--- src/hw/rtl/lsts_pkg.sv ---
// lsts_pkg: shared types and constants for the lua source token scanner
// holds the scan mode enum, the per-item control struct and character codes
// no dependencies
`timescale 1ns / 1ps
`default_nettype none

package lsts_pkg;

   // default bound on the '=' run of a long bracket opener
   localparam int MAX_LEVEL_DEFAULT = 15;

   // depth of the recent byte window
   localparam int WIN_DEPTH = 8;

   // search token register codes
   localparam logic TOKEN_GOTO  = 1'b0;
   localparam logic TOKEN_CLOSE = 1'b1;

   // character codes
   localparam logic [7:0] CHAR_SQUOTE    = 8'h27;
   localparam logic [7:0] CHAR_DQUOTE    = 8'h22;
   localparam logic [7:0] CHAR_DASH      = 8'h2D;
   localparam logic [7:0] CHAR_LBRACKET  = 8'h5B;
   localparam logic [7:0] CHAR_RBRACKET  = 8'h5D;
   localparam logic [7:0] CHAR_EQUAL     = 8'h3D;
   localparam logic [7:0] CHAR_NEWLINE   = 8'h0A;
   localparam logic [7:0] CHAR_BACKSLASH = 8'h5C;
   localparam logic [7:0] CHAR_LT        = 8'h3C;
   localparam logic [7:0] CHAR_GT        = 8'h3E;
   localparam logic [7:0] CHAR_LOWER_C   = 8'h63;
   localparam logic [7:0] CHAR_LOWER_E   = 8'h65;
   localparam logic [7:0] CHAR_LOWER_G   = 8'h67;
   localparam logic [7:0] CHAR_LOWER_L   = 8'h6C;
   localparam logic [7:0] CHAR_LOWER_O   = 8'h6F;
   localparam logic [7:0] CHAR_LOWER_S   = 8'h73;
   localparam logic [7:0] CHAR_LOWER_T   = 8'h74;

   // lexer modes
   typedef enum logic [3:0] {
      MODE_PLAIN,
      MODE_DASH,
      MODE_DASHES,
      MODE_OPEN,
      MODE_COPEN,
      MODE_QUOTE,
      MODE_ESCAPE,
      MODE_LONG,
      MODE_LINE
   } mode_type;

   // control for one item leaving the input register
   typedef struct packed {
      logic step;   // item advances this cycle
      logic has;    // item carries a byte
      logic last;   // item ends the source
   } step_type;

endpackage

`default_nettype wire

--- src/hw/rtl/lsts_lexer.sv ---
// lsts_lexer: lexer mode register and per-byte mode transitions
// tells whether the current byte is scanned as plain code; tracks level overflow
// depends on lsts_pkg
`timescale 1ns / 1ps
`default_nettype none

module lsts_lexer #(
   parameter int MAX_LEVEL = lsts_pkg::MAX_LEVEL_DEFAULT
) (
   input  wire logic              clock,
   input  wire logic              reset,
   input  wire lsts_pkg::step_type ctrl,
   input  wire logic [7:0]        char_byte,
   output logic                   plain,
   output logic                   overflow
);

   localparam int LEVEL_W = $clog2(MAX_LEVEL + 1);
   localparam int CLOSE_W = $clog2(MAX_LEVEL + 2);

   lsts_pkg::mode_type  mode_ff, mode_in;
   logic                quote_ff, quote_in;
   logic [LEVEL_W-1:0]  level_ff, level_in;
   logic [CLOSE_W-1:0]  close_ff, close_in;
   logic                ovf_ff, ovf_in;
   logic                ovf_set;
   logic                restart;
   logic [CLOSE_W-1:0]  level_ext;

   assign level_ext = CLOSE_W'(level_ff);

   // next mode for one byte
   always_comb begin
      mode_in  = mode_ff;
      quote_in = quote_ff;
      level_in = level_ff;
      close_in = close_ff;
      ovf_set  = 1'b0;
      plain    = 1'b0;
      restart  = 1'b0;
      unique case (mode_ff)
         lsts_pkg::MODE_PLAIN: begin
            plain   = 1'b1;
            restart = 1'b1;
         end
         lsts_pkg::MODE_DASH: begin
            if (char_byte == lsts_pkg::CHAR_DASH) begin
               mode_in = lsts_pkg::MODE_DASHES;
            end else begin
               plain   = 1'b1;
               restart = 1'b1;
            end
         end
         lsts_pkg::MODE_DASHES: begin
            if (char_byte == lsts_pkg::CHAR_LBRACKET) begin
               mode_in  = lsts_pkg::MODE_COPEN;
               level_in = '0;
            end else if (char_byte == lsts_pkg::CHAR_NEWLINE) begin
               mode_in = lsts_pkg::MODE_PLAIN;
               plain   = 1'b1;
            end else begin
               mode_in = lsts_pkg::MODE_LINE;
            end
         end
         lsts_pkg::MODE_LINE: begin
            if (char_byte == lsts_pkg::CHAR_NEWLINE) begin
               mode_in = lsts_pkg::MODE_PLAIN;
               plain   = 1'b1;
            end
         end
         lsts_pkg::MODE_OPEN, lsts_pkg::MODE_COPEN: begin
            if (char_byte == lsts_pkg::CHAR_EQUAL) begin
               if (level_ff >= LEVEL_W'(MAX_LEVEL)) begin
                  level_in = LEVEL_W'(MAX_LEVEL);
                  ovf_set  = 1'b1;
               end else begin
                  level_in = level_ff + LEVEL_W'(1);
               end
               plain = (mode_ff == lsts_pkg::MODE_OPEN);
            end else if (char_byte == lsts_pkg::CHAR_LBRACKET) begin
               mode_in  = lsts_pkg::MODE_LONG;
               close_in = '0;
            end else if (mode_ff == lsts_pkg::MODE_OPEN) begin
               plain   = 1'b1;
               restart = 1'b1;
            end else if (char_byte == lsts_pkg::CHAR_NEWLINE) begin
               mode_in = lsts_pkg::MODE_PLAIN;
               plain   = 1'b1;
            end else begin
               mode_in = lsts_pkg::MODE_LINE;
            end
         end
         lsts_pkg::MODE_QUOTE: begin
            if (char_byte == lsts_pkg::CHAR_BACKSLASH) begin
               mode_in = lsts_pkg::MODE_ESCAPE;
            end else if (char_byte == (quote_ff ? lsts_pkg::CHAR_DQUOTE
                                                : lsts_pkg::CHAR_SQUOTE)) begin
               mode_in = lsts_pkg::MODE_PLAIN;
            end
         end
         lsts_pkg::MODE_ESCAPE: begin
            mode_in = lsts_pkg::MODE_QUOTE;
         end
         lsts_pkg::MODE_LONG: begin
            if (char_byte == lsts_pkg::CHAR_RBRACKET) begin
               if (close_ff != '0 && close_ff == level_ext + CLOSE_W'(1)) begin
                  mode_in  = lsts_pkg::MODE_PLAIN;
                  close_in = '0;
               end else begin
                  close_in = CLOSE_W'(1);
               end
            end else if (char_byte == lsts_pkg::CHAR_EQUAL && close_ff != '0) begin
               if (close_ff <= level_ext) begin
                  close_in = close_ff + CLOSE_W'(1);
               end else begin
                  close_in = '0;
               end
            end else begin
               close_in = '0;
            end
         end
         default: begin
            mode_in = lsts_pkg::MODE_PLAIN;
         end
      endcase

      // a byte in plain code may open a string, a comment or a long bracket
      if (restart) begin
         mode_in = lsts_pkg::MODE_PLAIN;
         if (char_byte == lsts_pkg::CHAR_SQUOTE || char_byte == lsts_pkg::CHAR_DQUOTE) begin
            mode_in  = lsts_pkg::MODE_QUOTE;
            quote_in = (char_byte == lsts_pkg::CHAR_DQUOTE);
         end else if (char_byte == lsts_pkg::CHAR_DASH) begin
            mode_in = lsts_pkg::MODE_DASH;
         end else if (char_byte == lsts_pkg::CHAR_LBRACKET) begin
            mode_in  = lsts_pkg::MODE_OPEN;
            level_in = '0;
         end
      end
   end

   // overflow seen so far including this item
   assign ovf_in   = ovf_ff | (ctrl.has & ovf_set);
   assign overflow = ovf_in;

   // mode registers, cleared at end of source
   always_ff @(posedge clock) begin
      if (reset || (ctrl.step && ctrl.last)) begin
         mode_ff  <= lsts_pkg::MODE_PLAIN;
         quote_ff <= 1'b0;
         level_ff <= '0;
         close_ff <= '0;
         ovf_ff   <= 1'b0;
      end else if (ctrl.step && ctrl.has) begin
         mode_ff  <= mode_in;
         quote_ff <= quote_in;
         level_ff <= level_in;
         close_ff <= close_in;
         ovf_ff   <= ovf_in;
      end
   end

endmodule

`default_nettype wire

--- src/hw/rtl/lsts_matcher.sv ---
// lsts_matcher: recent byte window and token match against it
// shifts in each byte with its plain tag and keeps the found flag
// depends on lsts_pkg
`timescale 1ns / 1ps
`default_nettype none

module lsts_matcher (
   input  wire logic               clock,
   input  wire logic               reset,
   input  wire lsts_pkg::step_type ctrl,
   input  wire logic [7:0]         char_byte,
   input  wire logic               plain,
   input  wire logic               search_token,
   output logic                    found
);

   localparam int W = lsts_pkg::WIN_DEPTH;

   logic [7:0] bytes_ff [W];
   logic [7:0] bytes_nx [W];
   logic [W-1:0] valid_ff, valid_nx, valid_in;
   logic [W-1:0] plain_ff, plain_nx;
   logic found_ff, found_in;
   logic goto_hit, close_hit, end_hit;

   function automatic logic ident_byte(input logic [7:0] c);
      return (c >= 8'h61 && c <= 8'h7A) || (c >= 8'h41 && c <= 8'h5A) ||
             (c >= 8'h30 && c <= 8'h39) || c == 8'h5F;
   endfunction

   // window after this item
   always_comb begin
      if (ctrl.has) begin
         bytes_nx[0] = char_byte;
         for (int i = 1; i < W; i++) begin
            bytes_nx[i] = bytes_ff[i-1];
         end
         valid_nx = {valid_ff[W-2:0], 1'b1};
         plain_nx = {plain_ff[W-2:0], plain};
      end else begin
         for (int i = 0; i < W; i++) begin
            bytes_nx[i] = bytes_ff[i];
         end
         valid_nx = valid_ff;
         plain_nx = plain_ff;
      end
   end

   // goto ending one byte back, followed by a non-identifier byte
   assign goto_hit = ctrl.has && search_token == lsts_pkg::TOKEN_GOTO &&
      valid_nx[4] && plain_nx[4] && (&valid_nx[4:1]) &&
      bytes_nx[4] == lsts_pkg::CHAR_LOWER_G && bytes_nx[3] == lsts_pkg::CHAR_LOWER_O &&
      bytes_nx[2] == lsts_pkg::CHAR_LOWER_T && bytes_nx[1] == lsts_pkg::CHAR_LOWER_O &&
      (!valid_nx[5] || !ident_byte(bytes_nx[5])) && !ident_byte(char_byte);

   // <close> ending at the newest byte
   assign close_hit = ctrl.has && search_token == lsts_pkg::TOKEN_CLOSE &&
      plain_nx[6] && (&valid_nx[6:0]) &&
      bytes_nx[6] == lsts_pkg::CHAR_LT && bytes_nx[5] == lsts_pkg::CHAR_LOWER_C &&
      bytes_nx[4] == lsts_pkg::CHAR_LOWER_L && bytes_nx[3] == lsts_pkg::CHAR_LOWER_O &&
      bytes_nx[2] == lsts_pkg::CHAR_LOWER_S && bytes_nx[1] == lsts_pkg::CHAR_LOWER_E &&
      bytes_nx[0] == lsts_pkg::CHAR_GT;

   // goto at the very end of the source
   assign end_hit = ctrl.last && search_token == lsts_pkg::TOKEN_GOTO &&
      plain_nx[3] && (&valid_nx[3:0]) &&
      bytes_nx[3] == lsts_pkg::CHAR_LOWER_G && bytes_nx[2] == lsts_pkg::CHAR_LOWER_O &&
      bytes_nx[1] == lsts_pkg::CHAR_LOWER_T && bytes_nx[0] == lsts_pkg::CHAR_LOWER_O &&
      (!valid_nx[4] || !ident_byte(bytes_nx[4]));

   assign found_in = found_ff | goto_hit | close_hit | end_hit;
   assign found    = found_in;
   assign valid_in = ctrl.last ? '0 : valid_nx;

   // window control state, cleared at end of source
   always_ff @(posedge clock) begin
      if (reset) begin
         valid_ff <= '0;
         plain_ff <= '0;
         found_ff <= 1'b0;
      end else if (ctrl.step) begin
         valid_ff <= valid_in;
         plain_ff <= ctrl.last ? '0 : plain_nx;
         found_ff <= ctrl.last ? 1'b0 : found_in;
      end
   end

   // window bytes, read only where valid
   always_ff @(posedge clock) begin
      if (ctrl.step) begin
         for (int i = 0; i < W; i++) begin
            bytes_ff[i] <= bytes_nx[i];
         end
      end
   end

endmodule

`default_nettype wire

--- src/hw/rtl/lua_source_token_scanner.sv ---
// lua_source_token_scanner: top level of the lua source token scanner
// Lua source streams in at most one byte per request on req_; at the end
// of the source one result on rsp_ says whether the chosen token was seen in
// plain code, outside strings, comments and long brackets, and whether a long
// bracket level ran past MAX_LEVEL.
// csr_we/csr_wdata select the token: 0 for goto with identifier boundaries,
// 1 for <close>; write it only while the block is idle.
// Throughput: one request per cycle, except while a request that ends the
// source waits for the result register. A request is held in the input
// register and scanned there; its result goes to the result register, one
// mode update plus an eight-byte window compare between the two registers.
// A result waiting on a stalled receiver does not stop byte requests; only
// a request that ends the source waits in the input register until the
// result register is free, which then holds req_tready low.
// Reset (synchronous) returns to plain code with an empty window and cleared
// flags and selects goto; after each result the scan state clears likewise
// while the token selection is kept.
// depends on lsts_pkg, lsts_lexer, lsts_matcher
`timescale 1ns / 1ps
`default_nettype none

module lua_source_token_scanner #(
   parameter int MAX_LEVEL = lsts_pkg::MAX_LEVEL_DEFAULT
) (
   input  wire logic       clock,
   input  wire logic       reset,
   // configuration
   input  wire logic       csr_we,
   input  wire logic       csr_wdata,     // search_token
   // request stream
   input  wire logic       req_tvalid,
   output logic            req_tready,
   input  wire logic [7:0] req_tdata,     // [7:0] char_byte
   input  wire logic       req_tuser,     // [0] has_char
   input  wire logic       req_tlast,     // is_last
   // result stream
   output logic            rsp_tvalid,
   input  wire logic       rsp_tready,
   output logic [7:0]      rsp_tdata,     // [0] found, [7:1] zero
   output logic            rsp_tuser      // [0] level_overflow
);

   logic       token_ff;
   logic       in_valid_ff;
   logic [7:0] in_byte_ff;
   logic       in_has_ff;
   logic       in_last_ff;
   logic       rsp_valid_ff;
   logic       found_ff;
   logic       ovf_ff;
   logic       advance;
   logic       plain;
   logic       found;
   logic       overflow;
   lsts_pkg::step_type ctrl;

   // token selection register
   always_ff @(posedge clock) begin
      if (reset) begin
         token_ff <= lsts_pkg::TOKEN_GOTO;
      end else if (csr_we) begin
         token_ff <= csr_wdata;
      end
   end

   // an ending request needs a free result register
   assign advance    = in_valid_ff && (!in_last_ff || !rsp_valid_ff || rsp_tready);
   assign req_tready = !in_valid_ff || advance;

   // input register
   always_ff @(posedge clock) begin
      if (reset) begin
         in_valid_ff <= 1'b0;
      end else if (req_tready) begin
         in_valid_ff <= req_tvalid;
      end
   end

   always_ff @(posedge clock) begin
      if (req_tready) begin
         in_byte_ff <= req_tdata;
         in_has_ff  <= req_tuser;
         in_last_ff <= req_tlast;
      end
   end

   assign ctrl.step = advance;
   assign ctrl.has  = in_valid_ff & in_has_ff;
   assign ctrl.last = in_valid_ff & in_last_ff;

   lsts_lexer #(
      .MAX_LEVEL(MAX_LEVEL)
   ) u_lexer (
      .clock     (clock),
      .reset     (reset),
      .ctrl      (ctrl),
      .char_byte (in_byte_ff),
      .plain     (plain),
      .overflow  (overflow)
   );

   lsts_matcher u_matcher (
      .clock        (clock),
      .reset        (reset),
      .ctrl         (ctrl),
      .char_byte    (in_byte_ff),
      .plain        (plain),
      .search_token (token_ff),
      .found        (found)
   );

   // result register
   always_ff @(posedge clock) begin
      if (reset) begin
         rsp_valid_ff <= 1'b0;
      end else if (advance && in_last_ff) begin
         rsp_valid_ff <= 1'b1;
      end else if (rsp_tready) begin
         rsp_valid_ff <= 1'b0;
      end
   end

   always_ff @(posedge clock) begin
      if (advance && in_last_ff) begin
         found_ff <= found;
         ovf_ff   <= overflow;
      end
   end

   assign rsp_tvalid = rsp_valid_ff;
   assign rsp_tdata  = {7'b0, found_ff};
   assign rsp_tuser  = ovf_ff;

endmodule

`default_nettype wire

--- config.mk ---
export PLATFORM = sky130hd
export DESIGN_NAME = lua_source_token_scanner
export DESIGN_NICKNAME = d
export VERILOG_FILES = /design/src/hw/rtl/lsts_pkg.sv /design/src/hw/rtl/lsts_lexer.sv /design/src/hw/rtl/lsts_matcher.sv /design/src/hw/rtl/lua_source_token_scanner.sv
export SDC_FILE = /design/constraint.sdc
export NUM_CORES = 1
export LEC_CHECK = 0
export BUFFER_PORTS_ARGS = -buffer_cell sky130_fd_sc_hd__buf_2
export CAP_MARGIN = 10
export CORE_UTILIZATION = 30
export DETAILED_ROUTE_END_ITERATION = 10
export PLACE_DENSITY = 0.42
export RECOVER_POWER = 50
export SLEW_MARGIN = 40
export SYNTH_ARGS = -nofsm -noshare
export SYNTH_HDL_FRONTEND = slang
export SYNTH_HIERARCHICAL = 1
export SYNTH_SLANG_ARGS = --single-unit
--- constraint.sdc ---
create_clock -name clock -period 10 [get_ports clock]
set_clock_uncertainty 0.2 [all_clocks]
set_input_delay 2 -clock clock [delete_from_list [all_inputs] [get_ports clock]]
set_output_delay 2 -clock clock [all_outputs]
set_load 0.03 [all_outputs]
==> impl_results.md <==
- Status: finished, violations left
- Failing checks: capacitance limit, slew limit
- Starting Density: 30.6%
- Area grow syn2layout: 7.85%
- Rows: 51
- Rel. slew slack: -47.7%
- CP Class: primary input to output port
- Die width: 143 um
- Clock Latency Late Sink: 0.35 ns
- RR Endpoint: found_ff$_DFFE_PP_
- Number of detailed-route iterations in the first pass: 4
- DRC: 0
- Die area: 20400 um^2
- Antenna cells: 0
- DR WL/cell: 18.8 um
- Max Cap Viol: 1
- Mapped Cells: 554
- Critical Path Start Type: primary input
- CTS tree: yes
- Io pins: 27
- DPL Wire Length: 11000 um
- Setup WS post-layout: 4.74 ns
- R2r startpoint: in_valid_ff$_SDFFE_PP0P_
- Final setup viols: 0
- Initial antenna violation count: 0
- Synth top area share: 34.3%
- Max Fclk: 0.190 GHz
- Clock Pin Slew Worst Setup and Hold Paths: 0.07 ns
- DP Worst Slack: 5.09 ns
- Worst setup startpoint: rsp_tready
- First-pass GRT wire length: 25000 um
- Hold Crit Class: flop to flop
- CTS resizes: 0
- Synth warn: 6
- Register area share after synthesis: 45.0%
- Inserted Clock Buffers: 9
- Predominant post-synthesis flop cell: edfxtp_1
- Leak: 2.06 nW
- Layout cells sized above 1: 15.2%
- Sink Count: 100
- Die height: 143 um
- Worst Tran Pin Value: 2.21 ns
- Nets: 585
- Wirelength, routed: 15700 um
- Post-CTS Hold Fix Bufs: 0
- Root Driver: clkbuf_16
- Routability Congestion: 0.842
- Post-synth EDFFs: 68
- Critical Path RT: 7.80 ns
- Min Tclk post-route: 5.26 ns
- Port Buffer Count: 19
- Grt total ovfl: 0
- Vias in the first global route: 4497
- Fraction of registers with async set/reset: 0%
- Iter 0 DRT Violations: 250
- Cell variety after synth: 86
- R2R depth: 9
- PD cells: 136 nW/um^2
- Post-route setup TNS: 0 ns
- Synth area leaders: edfxtp_1, dfxtp_1, mux2_2
- Setup Fix Bufs, Post-CTS: 0
- Worst R2R Setup Slack: 4.87 ns
- Vias/cell: 5.33
- Core box area: 19500 um^2
- Critical-path maximum fanout: 12
- GRT Util Overall: 16.4%
- RSZ-0062 raised after global routing: false
- Mapped Area: 5960 um^2
- CP Capture Point: req_tready
- Crit end category: output port
- Largest net degree at the start of global routing: 68
- Pins over their slew limit: 38
- Area leader, netlist: edfxtp_1
- Post-DRT Antenna Nets: 0
- CP Data Arrival Time: 3.06 ns
- # H-tree levels: 3
- Peak VDD IR: 0.0000789 V
- Tcrit/Tclk final: 52.6%
- Final hold violations: 0
- Synth Register Bits: 100
- CTS Buffer Depth: 2
- Vias post-DR: 4433
- Mean Syn Cell Area: 10.8 um^2
-- kinds of logic (layout without fill, tap and decap cells) --
logic type,count (synthesis),in the layout,share of synthesized area [%]
buffers and inverters,51,58,5.31
AND/OR/NAND/NOR,199,199,20.3
flip-flops,100,100,45.0
AO/OA/AOI/OAI,128,128,15.4
multiplexers,59,59,11.1
XOR/XNOR,9,9,1.32
other,1,7,0.0629
adder cells (fa/ha/maj),7,7,1.47
-- layout by cell type, fill, tap and decap left out, types with 5 or more instances in the layout --
| master | count |
|---|---|
| a211oi_1 | 6 |
| a21oi_1 | 29 |
| a22oi_1 | 13 |
| a31oi_1 | 7 |
| buf_2 | 16 |
| clkbuf_1 | 5 |
| clkbuf_16 | 9 |
| conb_1 | 7 |
| dfxtp_1 | 32 |
| edfxtp_1 | 68 |
| ha_1 | 7 |
| inv_1 | 20 |
| mux2_1 | 18 |
| mux2_2 | 31 |
| mux2i_1 | 10 |
| nand2_1 | 34 |
| nand2b_1 | 6 |
| nand3_1 | 15 |
| nand3b_1 | 9 |
| nand4b_1 | 8 |
| nor2_1 | 42 |
| nor2b_1 | 8 |
| nor3_1 | 14 |
| nor3b_1 | 5 |
| nor4_1 | 7 |
| nor4b_1 | 5 |
| o211ai_1 | 8 |
| o21ai_0 | 18 |
| xor2_1 | 5 |
-- how the worst min path moves through the flow --
stage	startpoint	slack [ns]	endpoint	cells past startpoint
CTS	u_matcher/found_ff$_SDFFE_PP0P_	0.25	u_matcher/found_ff$_SDFFE_PP0P_	2
floorplan	u_matcher/found_ff$_SDFFE_PP0P_	0.22	u_matcher/found_ff$_SDFFE_PP0P_	2
global route	u_matcher/found_ff$_SDFFE_PP0P_	0.28	u_matcher/found_ff$_SDFFE_PP0P_	2
finish	u_matcher/found_ff$_SDFFE_PP0P_	0.25	u_matcher/found_ff$_SDFFE_PP0P_	2
detailed placement	u_matcher/found_ff$_SDFFE_PP0P_	0.24	u_matcher/found_ff$_SDFFE_PP0P_	2
global placement	u_matcher/found_ff$_SDFFE_PP0P_	0.24	u_matcher/found_ff$_SDFFE_PP0P_	2
-- final cells by class --
class / instances / area (um^2)
clock inverter: 5 / 28.8
multi-input combinational: 409 / 2960
fill: 2004 / 13000
tap: 265 / 332
timing repair buffer: 22 / 118
clock buffer: 11 / 233
sequential: 100 / 2680
inverter: 20 / 75.1
-- worst max-delay path: stages --
cell and delay, ns:
clkbuf_1 0.09, nand4b_1 0.58, buf_2 0.39
-- report_power, final --
group	internal [mW]	switching, mW
Sequential	0.459	0.0212
Combinational	0.0298	0.0437
Clock	0.167	0.154
-- state kept, by name, indices dropped and copies added (netlist names), 4 cells and up --
| register | count |
|---|---|
| u_matcher/valid_ff | 7 |
| u_lexer/level_ff | 4 |
| u_matcher/bytes_ff | 56 |
| in_byte_ff | 8 |
| u_lexer/mode_ff | 4 |
| u_matcher/plain_ff | 6 |
| u_lexer/close_ff | 5 |
-- cell usage after synthesis, types with 4 or more instances --
| library cell | instances |
|---|---|
| nand2b_1 | 6 |
| nor3_1 | 14 |
| o211ai_1 | 8 |
| mux2_2 | 46 |
| buf_6 | 6 |
| o21ai_0 | 18 |
| nand4_1 | 4 |
| a21o_1 | 4 |
| and3_1 | 4 |
| mux2i_1 | 10 |
| a211oi_1 | 6 |
| a21oi_1 | 29 |
| buf_4 | 12 |
| dfxtp_1 | 32 |
| a31oi_1 | 7 |
| clkbuf_1 | 6 |
| nand4b_1 | 7 |
| or4_1 | 4 |
| inv_1 | 20 |
| ha_1 | 7 |
| nor2_1 | 42 |
| nor4_1 | 7 |
| buf_2 | 4 |
| or3_1 | 4 |
| nor4b_1 | 5 |
| nand2_1 | 34 |
| xor2_1 | 5 |
| nor3b_1 | 5 |
| nand3_1 | 15 |
| edfxtp_1 | 68 |
| nand3b_1 | 9 |
| nor2b_1 | 7 |
| xnor2_1 | 4 |
| o22ai_1 | 4 |
| a22oi_1 | 13 |
-- per-stage QoR --
| step | cell area [um^2] | cells | hold slack [ns] | util, % | power (mW) |
|---|---|---|---|---|---|
| after global routing | 6430 | 832 | 0.277 | 33.0 | 0.913 |
| after floorplan | 5980 | 560 | 0.222 | - | 0.545 |
| after detailed placement | 6200 | 816 | 0.237 | 31.9 | 0.566 |
| after CTS | 6460 | 832 | 0.248 | 33.2 | 0.893 |
| final | 6430 | 832 | 0.251 | 33.0 | 0.875 |
| after global placement | 6200 | 816 | 0.238 | 31.9 | 0.566 |
-- per-layer routing --
metal | GRT usage [%] | up-vias | part of all wire (%)
met1 | 19.9 | 2198 | 45
met4 | 6.23 | 0 | 2.2
met5 | 0 | - | 0
li1 | - | 2138 | -
met2 | 28.7 | 71 | 51
met3 | 2.88 | 26 | 2.3
Power figures use the tool's default switching activity.
